File: src/rtl/frs_pkg.sv
`timescale 1ns / 1ps
package frs_pkg;

  localparam int unsigned RATE_W     = 24;
  localparam int unsigned TIME_W     = 32;
  localparam int unsigned MODE_W     = 2;
  localparam int unsigned PCT_W      = 10;
  localparam int unsigned CONF_W     = 12;
  localparam int unsigned VERDICT_W  = 3;
  localparam int unsigned COUNT_W    = 4;
  localparam int unsigned CFG_IDX_W  = 3;
  localparam int unsigned CFG_DATA_W = 24;

  // shared multiplier operand and product widths
  localparam int unsigned MUL_A_W = RATE_W;
  localparam int unsigned MUL_B_W = PCT_W;
  localparam int unsigned PROD_W  = MUL_A_W + MUL_B_W;

  localparam logic [MUL_B_W-1:0] PCT_SCALE  = 10'd100;
  localparam logic [MUL_B_W-1:0] TOL_SCALE  = 10'd10;
  localparam logic [MUL_B_W-1:0] MS_PER_SEC = 10'd1000;

  localparam logic [RATE_W-1:0] RATE_MAX = 24'hFF_FFFF;

  localparam logic [VERDICT_W-1:0] V_CONTINUE  = 3'd0;
  localparam logic [VERDICT_W-1:0] V_STABLE    = 3'd1;
  localparam logic [VERDICT_W-1:0] V_LOW_STOP  = 3'd2;
  localparam logic [VERDICT_W-1:0] V_HIGH_STOP = 3'd3;
  localparam logic [VERDICT_W-1:0] V_IGNORED   = 3'd4;

  localparam logic [MODE_W-1:0] MODE_NORMAL = 2'd0;
  localparam logic [MODE_W-1:0] MODE_LEARN  = 2'd2;

  localparam logic [CFG_IDX_W-1:0] REG_MODE       = 3'd0;
  localparam logic [CFG_IDX_W-1:0] REG_LEARNED    = 3'd1;
  localparam logic [CFG_IDX_W-1:0] REG_LOW_PCT    = 3'd2;
  localparam logic [CFG_IDX_W-1:0] REG_HIGH_PCT   = 3'd3;
  localparam logic [CFG_IDX_W-1:0] REG_CONFIRM    = 3'd4;
  localparam logic [CFG_IDX_W-1:0] REG_LOW_STOPS  = 3'd5;
  localparam logic [CFG_IDX_W-1:0] REG_HIGH_STOPS = 3'd6;

  localparam logic [PCT_W-1:0]  LOW_PCT_RST  = 10'd50;
  localparam logic [PCT_W-1:0]  HIGH_PCT_RST = 10'd150;
  localparam logic [CONF_W-1:0] CONFIRM_RST  = 12'd10;

endpackage

File: src/rtl/frs_req_if.sv
`timescale 1ns / 1ps
interface frs_req_if;
  import frs_pkg::*;

  logic              valid;
  logic              ready;
  logic              req_type;
  logic [TIME_W-1:0] now_ms;
  logic [RATE_W-1:0] flow_rate;

  modport source (output valid, output req_type, output now_ms, output flow_rate,
                  input ready);
  modport sink   (input valid, input req_type, input now_ms, input flow_rate,
                  output ready);
endinterface

File: src/rtl/frs_res_if.sv
`timescale 1ns / 1ps
interface frs_res_if;
  import frs_pkg::*;

  logic                 valid;
  logic                 ready;
  logic [VERDICT_W-1:0] verdict;
  logic                 low_detected;
  logic                 high_detected;
  logic [RATE_W-1:0]    window_average;
  logic [RATE_W-1:0]    window_minimum;
  logic [RATE_W-1:0]    window_maximum;
  logic [COUNT_W-1:0]   sample_count;

  modport source (output valid, output verdict, output low_detected, output high_detected,
                  output window_average, output window_minimum, output window_maximum,
                  output sample_count, input ready);
  modport sink   (input valid, input verdict, input low_detected, input high_detected,
                  input window_average, input window_minimum, input window_maximum,
                  input sample_count, output ready);
endinterface

File: src/rtl/flow_rate_supervisor.sv
`timescale 1ns / 1ps
// Flow-rate supervisor.
// Requests arrive on req_i (valid/ready): a rate sample with its millisecond
// timestamp, or a clear that returns all zone state to zero. Each request
// yields exactly one result on res_o: verdict, detection latches, window
// statistics and sample count. Configuration must be written through cfg_we_i,
// cfg_index_i and cfg_data_i only while idle; the block does not enforce this.
// One request is worked at a time; req_i.ready is high only in the idle state.
// Clear, ignored and unchecked samples go straight to the emit step; a checked
// sample makes four passes through the shared 24x10 multiplier, then one
// evaluate and one emit step. A learning sample writes the window RAM, walks
// over it (one read per cycle) and then runs the bit-serial divider before
// the spread check and emit.
// Results sit in an output register: the next request is taken while a
// result still waits, and the block holds in its emit step when res_o is
// stalled with a result pending. Reset restores the register defaults and
// clears all zone state; the window RAM needs no clearing pass.
module flow_rate_supervisor #(
  parameter int unsigned WINDOW_DEPTH = 8
) (
  input  logic                       clk_i,
  input  logic                       rst_ni,
  frs_req_if.sink                    req_i,
  frs_res_if.source                  res_o,
  input  logic                       cfg_we_i,
  input  logic [frs_pkg::CFG_IDX_W-1:0]  cfg_index_i,
  input  logic [frs_pkg::CFG_DATA_W-1:0] cfg_data_i
);
  import frs_pkg::*;

  localparam int unsigned IDX_W  = $clog2(WINDOW_DEPTH);
  localparam int unsigned FILL_W = $clog2(WINDOW_DEPTH + 1);
  localparam int unsigned SUM_W  = RATE_W + IDX_W;

  localparam logic [3:0] S_IDLE    = 4'd0;
  localparam logic [3:0] S_WRITE   = 4'd1;
  localparam logic [3:0] S_SCAN    = 4'd2;
  localparam logic [3:0] S_DIVGO   = 4'd3;
  localparam logic [3:0] S_DIVWT   = 4'd4;
  localparam logic [3:0] S_MUL_SPR = 4'd5;
  localparam logic [3:0] S_MUL_AVG = 4'd6;
  localparam logic [3:0] S_CMP     = 4'd7;
  localparam logic [3:0] S_CK_RATE = 4'd8;
  localparam logic [3:0] S_CK_LO   = 4'd9;
  localparam logic [3:0] S_CK_HI   = 4'd10;
  localparam logic [3:0] S_CK_SPAN = 4'd11;
  localparam logic [3:0] S_CK_EVAL = 4'd12;
  localparam logic [3:0] S_EMIT    = 4'd13;

  // configuration
  logic [MODE_W-1:0] mode_q;
  logic [RATE_W-1:0] learned_q;
  logic [PCT_W-1:0]  low_pct_q;
  logic [PCT_W-1:0]  high_pct_q;
  logic [CONF_W-1:0] confirm_q;
  logic              low_stops_q;
  logic              high_stops_q;

  logic [3:0]           state_q, state_d;
  logic [TIME_W-1:0]    now_q, now_d;
  logic [RATE_W-1:0]    rate_q, rate_d;
  logic [FILL_W-1:0]    fill_q, fill_d;
  logic [IDX_W-1:0]     ptr_q, ptr_d;
  logic [FILL_W-1:0]    idx_q, idx_d;
  logic                 rd_pend_q, rd_pend_d;
  logic [SUM_W-1:0]     sum_q, sum_d;
  logic                 low_timing_q, low_timing_d;
  logic                 high_timing_q, high_timing_d;
  logic                 low_latched_q, low_latched_d;
  logic                 high_latched_q, high_latched_d;
  logic                 ended_q, ended_d;
  logic [TIME_W-1:0]    low_since_q, low_since_d;
  logic [TIME_W-1:0]    high_since_q, high_since_d;
  logic [RATE_W-1:0]    avg_q, avg_d;
  logic [RATE_W-1:0]    min_q, min_d;
  logic [RATE_W-1:0]    max_q, max_d;
  logic [VERDICT_W-1:0] verdict_q, verdict_d;
  // scaled_q: rate*100 or spread*100; thr_lo_q: low bound or avg*10
  logic [PROD_W-1:0]    scaled_q, scaled_d;
  logic [PROD_W-1:0]    thr_lo_q, thr_lo_d;
  logic [PROD_W-1:0]    thr_hi_q, thr_hi_d;
  logic [TIME_W-1:0]    span_q, span_d;
  logic                 res_valid_q, res_valid_d;

  logic [VERDICT_W-1:0] res_verdict_q;
  logic                 res_low_q, res_high_q;
  logic [RATE_W-1:0]    res_avg_q, res_min_q, res_max_q;
  logic [COUNT_W-1:0]   res_count_q;

  logic [MUL_A_W-1:0] mul_a;
  logic [MUL_B_W-1:0] mul_b;
  logic [PROD_W-1:0]  prod;

  logic              ram_we;
  logic [RATE_W-1:0] ram_rdata;
  logic              div_start;
  logic              div_done;
  logic [SUM_W-1:0]  div_quo;
  logic [SUM_W-1:0]  div_num;

  logic              is_low, is_high, rd_more, emit_ok, skip_hi;
  logic [TIME_W-1:0] low_elapsed, high_elapsed;

  // configuration writes
  always_ff @(posedge clk_i or negedge rst_ni) begin
    if (!rst_ni) begin
      mode_q       <= MODE_NORMAL;
      learned_q    <= '0;
      low_pct_q    <= LOW_PCT_RST;
      high_pct_q   <= HIGH_PCT_RST;
      confirm_q    <= CONFIRM_RST;
      low_stops_q  <= 1'b0;
      high_stops_q <= 1'b0;
    end else if (cfg_we_i) begin
      case (cfg_index_i)
        REG_MODE:       mode_q       <= cfg_data_i[MODE_W-1:0];
        REG_LEARNED:    learned_q    <= cfg_data_i[RATE_W-1:0];
        REG_LOW_PCT:    low_pct_q    <= cfg_data_i[PCT_W-1:0];
        REG_HIGH_PCT:   high_pct_q   <= cfg_data_i[PCT_W-1:0];
        REG_CONFIRM:    confirm_q    <= cfg_data_i[CONF_W-1:0];
        REG_LOW_STOPS:  low_stops_q  <= cfg_data_i[0];
        REG_HIGH_STOPS: high_stops_q <= cfg_data_i[0];
        default: ;
      endcase
    end
  end

  // shared multiplier, operands chosen by the sequencer step
  always_comb begin
    case (state_q)
      S_MUL_SPR: begin
        mul_a = max_q - min_q;
        mul_b = PCT_SCALE;
      end
      S_MUL_AVG: begin
        mul_a = avg_q;
        mul_b = TOL_SCALE;
      end
      S_CK_RATE: begin
        mul_a = rate_q;
        mul_b = PCT_SCALE;
      end
      S_CK_LO: begin
        mul_a = learned_q;
        mul_b = low_pct_q;
      end
      S_CK_HI: begin
        mul_a = learned_q;
        mul_b = high_pct_q;
      end
      S_CK_SPAN: begin
        mul_a = MUL_A_W'(confirm_q);
        mul_b = MS_PER_SEC;
      end
      default: begin
        mul_a = '0;
        mul_b = '0;
      end
    endcase
  end

  assign prod = PROD_W'(mul_a) * PROD_W'(mul_b);

  frs_ram #(
    .WIDTH (RATE_W),
    .DEPTH (WINDOW_DEPTH)
  ) u_window (
    .clk_i   (clk_i),
    .we_i    (ram_we),
    .waddr_i (ptr_q),
    .wdata_i (rate_q),
    .raddr_i (idx_q[IDX_W-1:0]),
    .rdata_o (ram_rdata)
  );

  assign div_num = sum_q + SUM_W'(fill_q >> 1);

  frs_div #(
    .NUM_W (SUM_W),
    .DEN_W (FILL_W)
  ) u_div (
    .clk_i   (clk_i),
    .rst_ni  (rst_ni),
    .start_i (div_start),
    .num_i   (div_num),
    .den_i   (fill_q),
    .done_o  (div_done),
    .quo_o   (div_quo)
  );

  assign ram_we       = (state_q == S_WRITE);
  assign div_start    = (state_q == S_DIVGO);
  assign rd_more      = idx_q < fill_q;
  assign is_low       = scaled_q < thr_lo_q;
  assign is_high      = scaled_q > thr_hi_q;
  assign low_elapsed  = now_q - low_since_q;
  assign high_elapsed = now_q - high_since_q;
  assign emit_ok      = !res_valid_q || res_o.ready;

  always_comb begin
    state_d        = state_q;
    now_d          = now_q;
    rate_d         = rate_q;
    fill_d         = fill_q;
    ptr_d          = ptr_q;
    idx_d          = idx_q;
    rd_pend_d      = 1'b0;
    sum_d          = sum_q;
    low_timing_d   = low_timing_q;
    high_timing_d  = high_timing_q;
    low_latched_d  = low_latched_q;
    high_latched_d = high_latched_q;
    ended_d        = ended_q;
    low_since_d    = low_since_q;
    high_since_d   = high_since_q;
    avg_d          = avg_q;
    min_d          = min_q;
    max_d          = max_q;
    verdict_d      = verdict_q;
    scaled_d       = scaled_q;
    thr_lo_d       = thr_lo_q;
    thr_hi_d       = thr_hi_q;
    span_d         = span_q;
    skip_hi        = 1'b0;
    res_valid_d    = res_valid_q && !res_o.ready;

    case (state_q)
      S_IDLE: begin
        if (req_i.valid) begin
          now_d     = req_i.now_ms;
          rate_d    = req_i.flow_rate;
          verdict_d = V_CONTINUE;
          state_d   = S_EMIT;
          if (req_i.req_type) begin
            fill_d         = '0;
            ptr_d          = '0;
            low_timing_d   = 1'b0;
            high_timing_d  = 1'b0;
            low_latched_d  = 1'b0;
            high_latched_d = 1'b0;
            ended_d        = 1'b0;
            low_since_d    = '0;
            high_since_d   = '0;
            avg_d          = '0;
            min_d          = '0;
            max_d          = '0;
          end else if (ended_q) begin
            verdict_d = V_IGNORED;
          end else if (mode_q == MODE_LEARN) begin
            state_d = S_WRITE;
          end else if (mode_q == MODE_NORMAL && learned_q != '0) begin
            state_d = S_CK_RATE;
          end
        end
      end
      S_WRITE: begin
        // ring buffer: drop the oldest sample once full
        if (fill_q < FILL_W'(WINDOW_DEPTH)) begin
          fill_d = fill_q + 1'b1;
        end
        ptr_d   = (ptr_q == IDX_W'(WINDOW_DEPTH - 1)) ? '0 : ptr_q + 1'b1;
        idx_d   = '0;
        sum_d   = '0;
        min_d   = RATE_MAX;
        max_d   = '0;
        state_d = S_SCAN;
      end
      S_SCAN: begin
        if (rd_more) begin
          idx_d     = idx_q + 1'b1;
          rd_pend_d = 1'b1;
        end
        if (rd_pend_q) begin
          sum_d = sum_q + SUM_W'(ram_rdata);
          if (ram_rdata < min_q) min_d = ram_rdata;
          if (ram_rdata > max_q) max_d = ram_rdata;
        end
        if (!rd_more && !rd_pend_q) begin
          state_d = S_DIVGO;
        end
      end
      S_DIVGO: begin
        state_d = S_DIVWT;
      end
      S_DIVWT: begin
        if (div_done) begin
          avg_d   = div_quo[RATE_W-1:0];
          state_d = S_MUL_SPR;
        end
      end
      S_MUL_SPR: begin
        scaled_d = prod;
        state_d  = S_MUL_AVG;
      end
      S_MUL_AVG: begin
        thr_lo_d = prod;
        state_d  = S_CMP;
      end
      S_CMP: begin
        if (fill_q == FILL_W'(WINDOW_DEPTH) && avg_q != '0 && scaled_q <= thr_lo_q) begin
          ended_d   = 1'b1;
          verdict_d = V_STABLE;
        end
        state_d = S_EMIT;
      end
      S_CK_RATE: begin
        scaled_d = prod;
        state_d  = S_CK_LO;
      end
      S_CK_LO: begin
        thr_lo_d = prod;
        state_d  = S_CK_HI;
      end
      S_CK_HI: begin
        thr_hi_d = prod;
        state_d  = S_CK_SPAN;
      end
      S_CK_SPAN: begin
        span_d  = TIME_W'(prod);
        state_d = S_CK_EVAL;
      end
      S_CK_EVAL: begin
        if (is_low && !low_latched_q) begin
          if (!low_timing_q) begin
            low_timing_d = 1'b1;
            low_since_d  = now_q;
          end else if (low_elapsed >= span_q) begin
            low_latched_d = 1'b1;
            if (low_stops_q) begin
              ended_d   = 1'b1;
              verdict_d = V_LOW_STOP;
              skip_hi   = 1'b1;
            end
          end
        end else if (!is_low) begin
          low_timing_d = 1'b0;
        end
        // a stopping low confirmation skips the high check
        if (!skip_hi) begin
          if (is_high && !high_latched_q) begin
            if (!high_timing_q) begin
              high_timing_d = 1'b1;
              high_since_d  = now_q;
            end else if (high_elapsed >= span_q) begin
              high_latched_d = 1'b1;
              if (high_stops_q) begin
                ended_d   = 1'b1;
                verdict_d = V_HIGH_STOP;
              end
            end
          end else if (!is_high) begin
            high_timing_d = 1'b0;
          end
        end
        state_d = S_EMIT;
      end
      S_EMIT: begin
        // hold until the output register is free
        if (emit_ok) begin
          res_valid_d = 1'b1;
          state_d     = S_IDLE;
        end
      end
      default: begin
        state_d = S_IDLE;
      end
    endcase
  end

  always_ff @(posedge clk_i or negedge rst_ni) begin
    if (!rst_ni) begin
      state_q        <= S_IDLE;
      fill_q         <= '0;
      ptr_q          <= '0;
      idx_q          <= '0;
      rd_pend_q      <= 1'b0;
      low_timing_q   <= 1'b0;
      high_timing_q  <= 1'b0;
      low_latched_q  <= 1'b0;
      high_latched_q <= 1'b0;
      ended_q        <= 1'b0;
      low_since_q    <= '0;
      high_since_q   <= '0;
      avg_q          <= '0;
      min_q          <= '0;
      max_q          <= '0;
      verdict_q      <= V_CONTINUE;
      res_valid_q    <= 1'b0;
    end else begin
      state_q        <= state_d;
      fill_q         <= fill_d;
      ptr_q          <= ptr_d;
      idx_q          <= idx_d;
      rd_pend_q      <= rd_pend_d;
      low_timing_q   <= low_timing_d;
      high_timing_q  <= high_timing_d;
      low_latched_q  <= low_latched_d;
      high_latched_q <= high_latched_d;
      ended_q        <= ended_d;
      low_since_q    <= low_since_d;
      high_since_q   <= high_since_d;
      avg_q          <= avg_d;
      min_q          <= min_d;
      max_q          <= max_d;
      verdict_q      <= verdict_d;
      res_valid_q    <= res_valid_d;
    end
  end

  always_ff @(posedge clk_i) begin
    now_q    <= now_d;
    rate_q   <= rate_d;
    sum_q    <= sum_d;
    scaled_q <= scaled_d;
    thr_lo_q <= thr_lo_d;
    thr_hi_q <= thr_hi_d;
    span_q   <= span_d;
    if (state_q == S_EMIT && emit_ok) begin
      res_verdict_q <= verdict_q;
      res_low_q     <= low_latched_q;
      res_high_q    <= high_latched_q;
      res_avg_q     <= avg_q;
      res_min_q     <= min_q;
      res_max_q     <= max_q;
      res_count_q   <= COUNT_W'(fill_q);
    end
  end

  assign req_i.ready          = (state_q == S_IDLE);
  assign res_o.valid          = res_valid_q;
  assign res_o.verdict        = res_verdict_q;
  assign res_o.low_detected   = res_low_q;
  assign res_o.high_detected  = res_high_q;
  assign res_o.window_average = res_avg_q;
  assign res_o.window_minimum = res_min_q;
  assign res_o.window_maximum = res_max_q;
  assign res_o.sample_count   = res_count_q;

  a_fill_bound: assert property (@(posedge clk_i) disable iff (!rst_ni)
    fill_q <= FILL_W'(WINDOW_DEPTH))
    else $error("window fill beyond depth");

  a_div_done_waiting: assert property (@(posedge clk_i) disable iff (!rst_ni)
    div_done |-> state_q == S_DIVWT)
    else $error("divider finished outside its wait step");

  a_end_verdict: assert property (@(posedge clk_i) disable iff (!rst_ni)
    $rose(ended_q) |-> (verdict_q == V_STABLE || verdict_q == V_LOW_STOP ||
                        verdict_q == V_HIGH_STOP))
    else $error("session ended without a stopping verdict");

  a_latch_normal: assert property (@(posedge clk_i) disable iff (!rst_ni)
    ($rose(low_latched_q) || $rose(high_latched_q)) |-> mode_q == MODE_NORMAL)
    else $error("deviation latched outside normal mode");

  a_emit_loads: assert property (@(posedge clk_i) disable iff (!rst_ni)
    (state_q == S_EMIT && emit_ok) |=> (res_valid_q && state_q == S_IDLE))
    else $error("emit step did not load the result");

endmodule

File: src/rtl/frs_ram.sv
`timescale 1ns / 1ps
module frs_ram #(
  parameter int unsigned WIDTH = 24,
  parameter int unsigned DEPTH = 8
) (
  input  logic                     clk_i,
  input  logic                     we_i,
  input  logic [$clog2(DEPTH)-1:0] waddr_i,
  input  logic [WIDTH-1:0]         wdata_i,
  input  logic [$clog2(DEPTH)-1:0] raddr_i,
  output logic [WIDTH-1:0]         rdata_o
);

  logic [WIDTH-1:0] mem_q [DEPTH];
  logic [WIDTH-1:0] rdata_q;

  always_ff @(posedge clk_i) begin
    if (we_i) begin
      mem_q[waddr_i] <= wdata_i;
    end
    rdata_q <= mem_q[raddr_i];
  end

  assign rdata_o = rdata_q;

endmodule

File: src/rtl/frs_div.sv
`timescale 1ns / 1ps
module frs_div #(
  parameter int unsigned NUM_W = 27,
  parameter int unsigned DEN_W = 4
) (
  input  logic             clk_i,
  input  logic             rst_ni,
  input  logic             start_i,
  input  logic [NUM_W-1:0] num_i,
  input  logic [DEN_W-1:0] den_i,
  output logic             done_o,
  output logic [NUM_W-1:0] quo_o
);

  localparam int unsigned CNT_W = $clog2(NUM_W + 1);

  logic             busy_q, busy_d;
  logic             done_q, done_d;
  logic [CNT_W-1:0] cnt_q, cnt_d;
  logic [DEN_W:0]   rem_q, rem_d;
  logic [NUM_W-1:0] quo_q, quo_d;
  logic [DEN_W-1:0] den_q, den_d;
  logic [DEN_W:0]   rem_sh;
  logic             fits;

  // one quotient bit per cycle, restoring
  assign rem_sh = {rem_q[DEN_W-1:0], quo_q[NUM_W-1]};
  assign fits   = rem_sh >= {1'b0, den_q};

  always_comb begin
    busy_d = busy_q;
    done_d = 1'b0;
    cnt_d  = cnt_q;
    rem_d  = rem_q;
    quo_d  = quo_q;
    den_d  = den_q;
    if (start_i) begin
      busy_d = 1'b1;
      cnt_d  = '0;
      rem_d  = '0;
      quo_d  = num_i;
      den_d  = den_i;
    end else if (busy_q) begin
      rem_d = fits ? (rem_sh - {1'b0, den_q}) : rem_sh;
      quo_d = {quo_q[NUM_W-2:0], fits};
      cnt_d = cnt_q + 1'b1;
      if (cnt_q == CNT_W'(NUM_W - 1)) begin
        busy_d = 1'b0;
        done_d = 1'b1;
      end
    end
  end

  always_ff @(posedge clk_i or negedge rst_ni) begin
    if (!rst_ni) begin
      busy_q <= 1'b0;
      done_q <= 1'b0;
      cnt_q  <= '0;
    end else begin
      busy_q <= busy_d;
      done_q <= done_d;
      cnt_q  <= cnt_d;
    end
  end

  always_ff @(posedge clk_i) begin
    rem_q <= rem_d;
    quo_q <= quo_d;
    den_q <= den_d;
  end

  assign done_o = done_q;
  assign quo_o  = quo_q;

endmodule
File: src/flat_wrapper.sv
// flat-port wrapper written by rule: the top's interface ports become plain ports
module flow_rate_supervisor_flat import frs_pkg::*;
#(
  parameter int unsigned WINDOW_DEPTH = 8
)
  (clk_i, rst_ni, cfg_we_i, cfg_index_i, cfg_data_i, req_i_valid, req_i_req_type, req_i_now_ms, req_i_flow_rate, req_i_ready, res_o_valid, res_o_verdict, res_o_low_detected, res_o_high_detected, res_o_window_average, res_o_window_minimum, res_o_window_maximum, res_o_sample_count, res_o_ready);
  frs_req_if req_i_i ();
  frs_res_if res_o_i ();
  input  logic clk_i;
  input  logic rst_ni;
  input  logic cfg_we_i;
  input  logic [frs_pkg::CFG_IDX_W-1:0] cfg_index_i;
  input  logic [frs_pkg::CFG_DATA_W-1:0] cfg_data_i;
  input wire logic [$bits(req_i_i.valid)-1:0] req_i_valid;
  input wire logic [$bits(req_i_i.req_type)-1:0] req_i_req_type;
  input wire logic [$bits(req_i_i.now_ms)-1:0] req_i_now_ms;
  input wire logic [$bits(req_i_i.flow_rate)-1:0] req_i_flow_rate;
  output wire logic [$bits(req_i_i.ready)-1:0] req_i_ready;
  output wire logic [$bits(res_o_i.valid)-1:0] res_o_valid;
  output wire logic [$bits(res_o_i.verdict)-1:0] res_o_verdict;
  output wire logic [$bits(res_o_i.low_detected)-1:0] res_o_low_detected;
  output wire logic [$bits(res_o_i.high_detected)-1:0] res_o_high_detected;
  output wire logic [$bits(res_o_i.window_average)-1:0] res_o_window_average;
  output wire logic [$bits(res_o_i.window_minimum)-1:0] res_o_window_minimum;
  output wire logic [$bits(res_o_i.window_maximum)-1:0] res_o_window_maximum;
  output wire logic [$bits(res_o_i.sample_count)-1:0] res_o_sample_count;
  input wire logic [$bits(res_o_i.ready)-1:0] res_o_ready;
  assign req_i_i.valid = req_i_valid;
  assign req_i_i.req_type = req_i_req_type;
  assign req_i_i.now_ms = req_i_now_ms;
  assign req_i_i.flow_rate = req_i_flow_rate;
  assign req_i_ready = req_i_i.ready;
  assign res_o_valid = res_o_i.valid;
  assign res_o_verdict = res_o_i.verdict;
  assign res_o_low_detected = res_o_i.low_detected;
  assign res_o_high_detected = res_o_i.high_detected;
  assign res_o_window_average = res_o_i.window_average;
  assign res_o_window_minimum = res_o_i.window_minimum;
  assign res_o_window_maximum = res_o_i.window_maximum;
  assign res_o_sample_count = res_o_i.sample_count;
  assign res_o_i.ready = res_o_ready;
  flow_rate_supervisor #(.WINDOW_DEPTH(WINDOW_DEPTH)) u_core (.clk_i(clk_i), .rst_ni(rst_ni), .req_i(req_i_i), .res_o(res_o_i), .cfg_we_i(cfg_we_i), .cfg_index_i(cfg_index_i), .cfg_data_i(cfg_data_i));
endmodule
File: config.mk
export PLATFORM = sky130hd
export DESIGN_NAME = flow_rate_supervisor_flat
export DESIGN_NICKNAME = d
export VERILOG_FILES = /design/src/rtl/frs_pkg.sv /design/src/rtl/frs_req_if.sv /design/src/rtl/frs_res_if.sv /design/src/rtl/flow_rate_supervisor.sv /design/src/rtl/frs_ram.sv /design/src/rtl/frs_div.sv /design/src/flat_wrapper.sv
export SDC_FILE = /design/constraint.sdc
export NUM_CORES = 2
export LEC_CHECK = 0
export BUFFER_PORTS_ARGS = -buffer_cell sky130_fd_sc_hd__buf_2
export CAP_MARGIN = 25
export CORE_MARGIN = 3
export CORE_UTILIZATION = 55
export CTS_CLUSTER_SIZE = 16
export DETAILED_ROUTE_END_ITERATION = 8
export GPL_TIMING_DRIVEN = 0
export PLACE_DENSITY = 0.73
export SYNTH_ARGS = -nofsm -noshare
export SYNTH_HDL_FRONTEND = slang
export SYNTH_SLANG_ARGS = --single-unit
File: constraint.sdc
create_clock -name clk_i -period 10.9 [get_ports clk_i]
set_input_delay 2.18 -clock clk_i [delete_from_list [all_inputs] [get_ports clk_i]]
set_output_delay 2.18 -clock clk_i [all_outputs]
set_load 0.005 [all_outputs]
==> impl_metrics.tcl <==
set metrics [dict create \
    syn_avg_cell_area_um2 11.33 \
    path_clk_slew_ns 0.06 \
    dp.cells 5306 \
    drtIter0Drc 3157 \
    layout_commonest_cell "edfxtp_1" \
    route.detailed.vias_per_inst 5.955 \
    ys_types 86 \
    ctsHoldBuffers 0 \
    grt_usage_pct 28.82 \
    p_leak_uw 0.02167 \
    synth-xor-area-share_pct 2.931 \
    pin_count 172 \
    overflow 0 \
    vias 32560 \
    gp_congestion 1.008 \
    status "completed" \
    clk_path_buf_depth 3 \
    fin_crit_ns 9.735 \
    synth_compound_area_share_pct 11.71 \
    synth_top_family_by_area "adder cells" \
    nNetsFinal 4967 \
    syn_area_mm2 0.04571 \
    detail-route-antenna-nets 0 \
    slew_viol_final 0 \
    required_ns 11.25 \
    endpoint_kind "register" \
    drv_cap 0 \
    holdPathEnd "u_core.low_since_q[11]$_DFFE_PN0P_" \
    most-common-layout-cells "edfxtp_1 (521), inv_1 (430), nand2_1 (421)" \
    tightest_slew_ns 1.454 \
    slew_headroom_pct 3.094 \
    clk_latency_ns 0.69 \
    worst_path_largest_cell_delay_ns 0.58 \
    core_area_mm2 0.08224 \
    setup_viol 0 \
    cts_resized 0 \
    synthCells 4034 \
    rr_worst_depth 34 \
    worstSetupStartpointType "register" \
    crit_slowest_cell "fa_1" \
    port_buffers 171 \
    cts_tree "done" \
    dp.final_hpwl_um 94430 \
    reg2reg_slack_ns 1.17 \
    holdCritStartpoint "u_core.low_since_q[11]$_DFFE_PN0P_" \
    async_flop_share_pct 29.34 \
    finalNonFillerCells 5468 \
    r2r_start "u_core.max_q[0]$_DFFE_PN0P_" \
    fin_crit_sh_pct 89.31 \
    whs_path_depth 2 \
    design.die.area_mm2 0.08661 \
    synthAdderAreaFrac_pct 18.12 \
    syn_to_final_growth_pct 12.23 \
    synth-simple-area-share_pct 10.21 \
    rsz0062_at_grt "false" \
    drt-total-wl_um 123300 \
    cpMostUsedCell "fa_1" \
    syn_nets 4677 \
    p_per_area_mw_per_mm2 271.5 \
    row_count 105 \
    finClkSkew_ns 0.08919 \
    htreeDepth 3 \
    hold_class "reg2reg" \
    hold_viol_final 0 \
    post_cts_buffers 0 \
    numCtsBuffers 82 \
    cts.sinks 777 \
    grt_pass1_vias 32690 \
    die_h_um 294.3 \
    wl_per_cell_um 22.55 \
    drc 0 \
    fin_tns_setup_ns 0 \
    firstDrtPassIters 6 \
    synth_edf_count 521 \
    antenna_found_initial 8 \
    ys_seq_area_share_pct 47.96 \
    fp.dieW_um 294.3 \
    drive_gt1_share_pct 12.09 \
    fin_util_pct 62.38 \
    synth-main-ff-cell "edfxtp_1" \
    peakVddDrop_uv 166.0 \
    synth_mux_area_share_pct 4.565 \
    start_util_pct 55.58 \
    grt_pass1_wl_um 189300 \
    worstSetupPathType "reg2reg" \
    fmax_mhz 102.7 \
    cts-root-buf "clkbuf_16" \
    yosys_warnings 0 \
    reg2reg_to "u_core.scaled_q[32]$_DFFE_PP_" \
    grt_max_degree 118 \
    synth-seq-cells 777 \
    arrival_ns 10.08 \
    fillers 6449 \
    worstPathMaxFanout 10 \
]
## report_power, final
group	internal (µW)	switching [µW]	total, µW	leakage [µW]
clock network	1650	1210	2870	0.00135
registers	4120	698	4820	0.00798
logic	2360	3890	6250	0.0123
total	8130	5800	13900	0.0217
## per-stage QoR
| stage | power (µW) | hold slack [ns] | setup slack [ns] | area (µm²) |
|---|---|---|---|---|
| detailed placement | 10960 | 0.4637 | 1.449 | 48460 |
| global placement | 10750 | 0.4629 | -0.3133 | 47910 |
| finish | 13930 | 0.4766 | 1.165 | 51300 |
| global route | 14860 | 0.4864 | 0.6126 | 51300 |
| CTS | 13880 | 0.4768 | 1.355 | 51260 |
| floorplan | 8873 | 0.4249 | 2.530 | 45710 |
## worst max-delay path, delay by kind of cell, from the launching register on
kind / cells / cell delay [ns]
AND/OR/NAND/NOR: 4 / 0.96
multiplexers: 1 / 0.42
AO/OA/AOI/OAI: 16 / 3.55
flip-flops: 1 / 0.53
buffers and inverters: 4 / 0.27
XOR/XNOR: 1 / 0.10
adder cells (fa/ha/maj): 8 / 3.59
## cell families (layout without fill, tap and decap cells)
group | count (synthesis) | count (layout)
xor gates and xnor gates | 153 | 153
AOI/OAI and AO/OA | 826 | 826
and+or+nand+nor | 1038 | 1038
adders and majority gates | 554 | 554
DFF | 777 | 777
buffers and inverters | 548 | 907
muxes | 138 | 138
other | 0 | 5
## state kept, by name (all words and copies together) (netlist names), 27 cells and up
register,cells
u_core.u_window.mem_q,192
u_core.scaled_q,34
u_core.thr_hi_q,34
u_core.thr_lo_q,34
u_core.high_since_q,32
u_core.low_since_q,32
u_core.now_q,32
u_core.span_q,32
u_core.sum_q,27
u_core.u_div.quo_o,27
## routing by layer
layer  global-route usage, %  routed length [µm]  vias up
met4                   15.31                7231        8
li1                        -                   -    14890
met1                   36.72               48060    16030
met3                   4.951                9338      324
met5                       0                  54        -
met2                   47.45               58640     1305
## Yosys cell counts, drive strengths merged (20+ instances only)
| cell type | count | area, µm² |
|---|---|---|
| nand3 | 49 | 245.2 |
| fa | 180 | 3603 |
| a21o | 126 | 947.2 |
| o21ai | 251 | 1256 |
| a31oi | 20 | 143.9 |
| xor2 | 49 | 429.2 |
| nor2b | 36 | 225.2 |
| a32o | 32 | 320.3 |
| nand2 | 421 | 1580 |
| nand2b | 47 | 294.0 |
| nor2 | 288 | 1081 |
| nand4 | 51 | 319.1 |
| inv | 430 | 1614 |
| a21oi | 201 | 1013 |
| mux4 | 48 | 1081 |
| nor4 | 22 | 152.7 |
| nor3 | 41 | 205.2 |
| dfrtp | 219 | 5480 |
| edfxtp | 521 | 15650 |
| ha | 374 | 4679 |
| o21a | 22 | 166.4 |
| a211oi | 21 | 162.6 |
| dfxtp | 28 | 560.5 |
| xnor2 | 104 | 910.9 |
| clkbuf | 104 | 390.4 |
| mux2 | 84 | 945.9 |
## worst max path at each step
| stage | cells past startpoint | slack [ns] | end | from |
|---|---|---|---|---|
| finish | 34 | 1.17 | u_core.scaled_q[32]$_DFFE_PP_ | u_core.max_q[0]$_DFFE_PN0P_ |
| detailed placement | 34 | 1.45 | u_core.scaled_q[32]$_DFFE_PP_ | u_core.max_q[0]$_DFFE_PN0P_ |
| global placement | 3 | -0.31 | u_core.res_o.window_minimum[8]$_DFFE_PP_ | res_o_ready |
| CTS | 34 | 1.35 | u_core.scaled_q[32]$_DFFE_PP_ | u_core.max_q[0]$_DFFE_PN0P_ |
| global route | 34 | 0.61 | u_core.scaled_q[33]$_DFFE_PP_ | u_core.max_q[0]$_DFFE_PN0P_ |
| floorplan | 2 | 2.53 | u_core.res_o.high_detected$_DFFE_PP_ | res_o_ready |
## final cells by class
cell class	count	area, µm²	share of cell area [%]
timing repair buffer	206	1355	2.641
multi-input combinational	2709	21820	42.53
clock buffer	102	2167	4.224
inverter	430	1614	3.146
clock inverter	51	625.6	1.219
sequential	777	21920	42.73
tap	1070	1339	2.609
antenna	5	12.51	0.02439
buffer	118	449.2	0.8755
No activity file was read; power rests on OpenSTA's default activity.
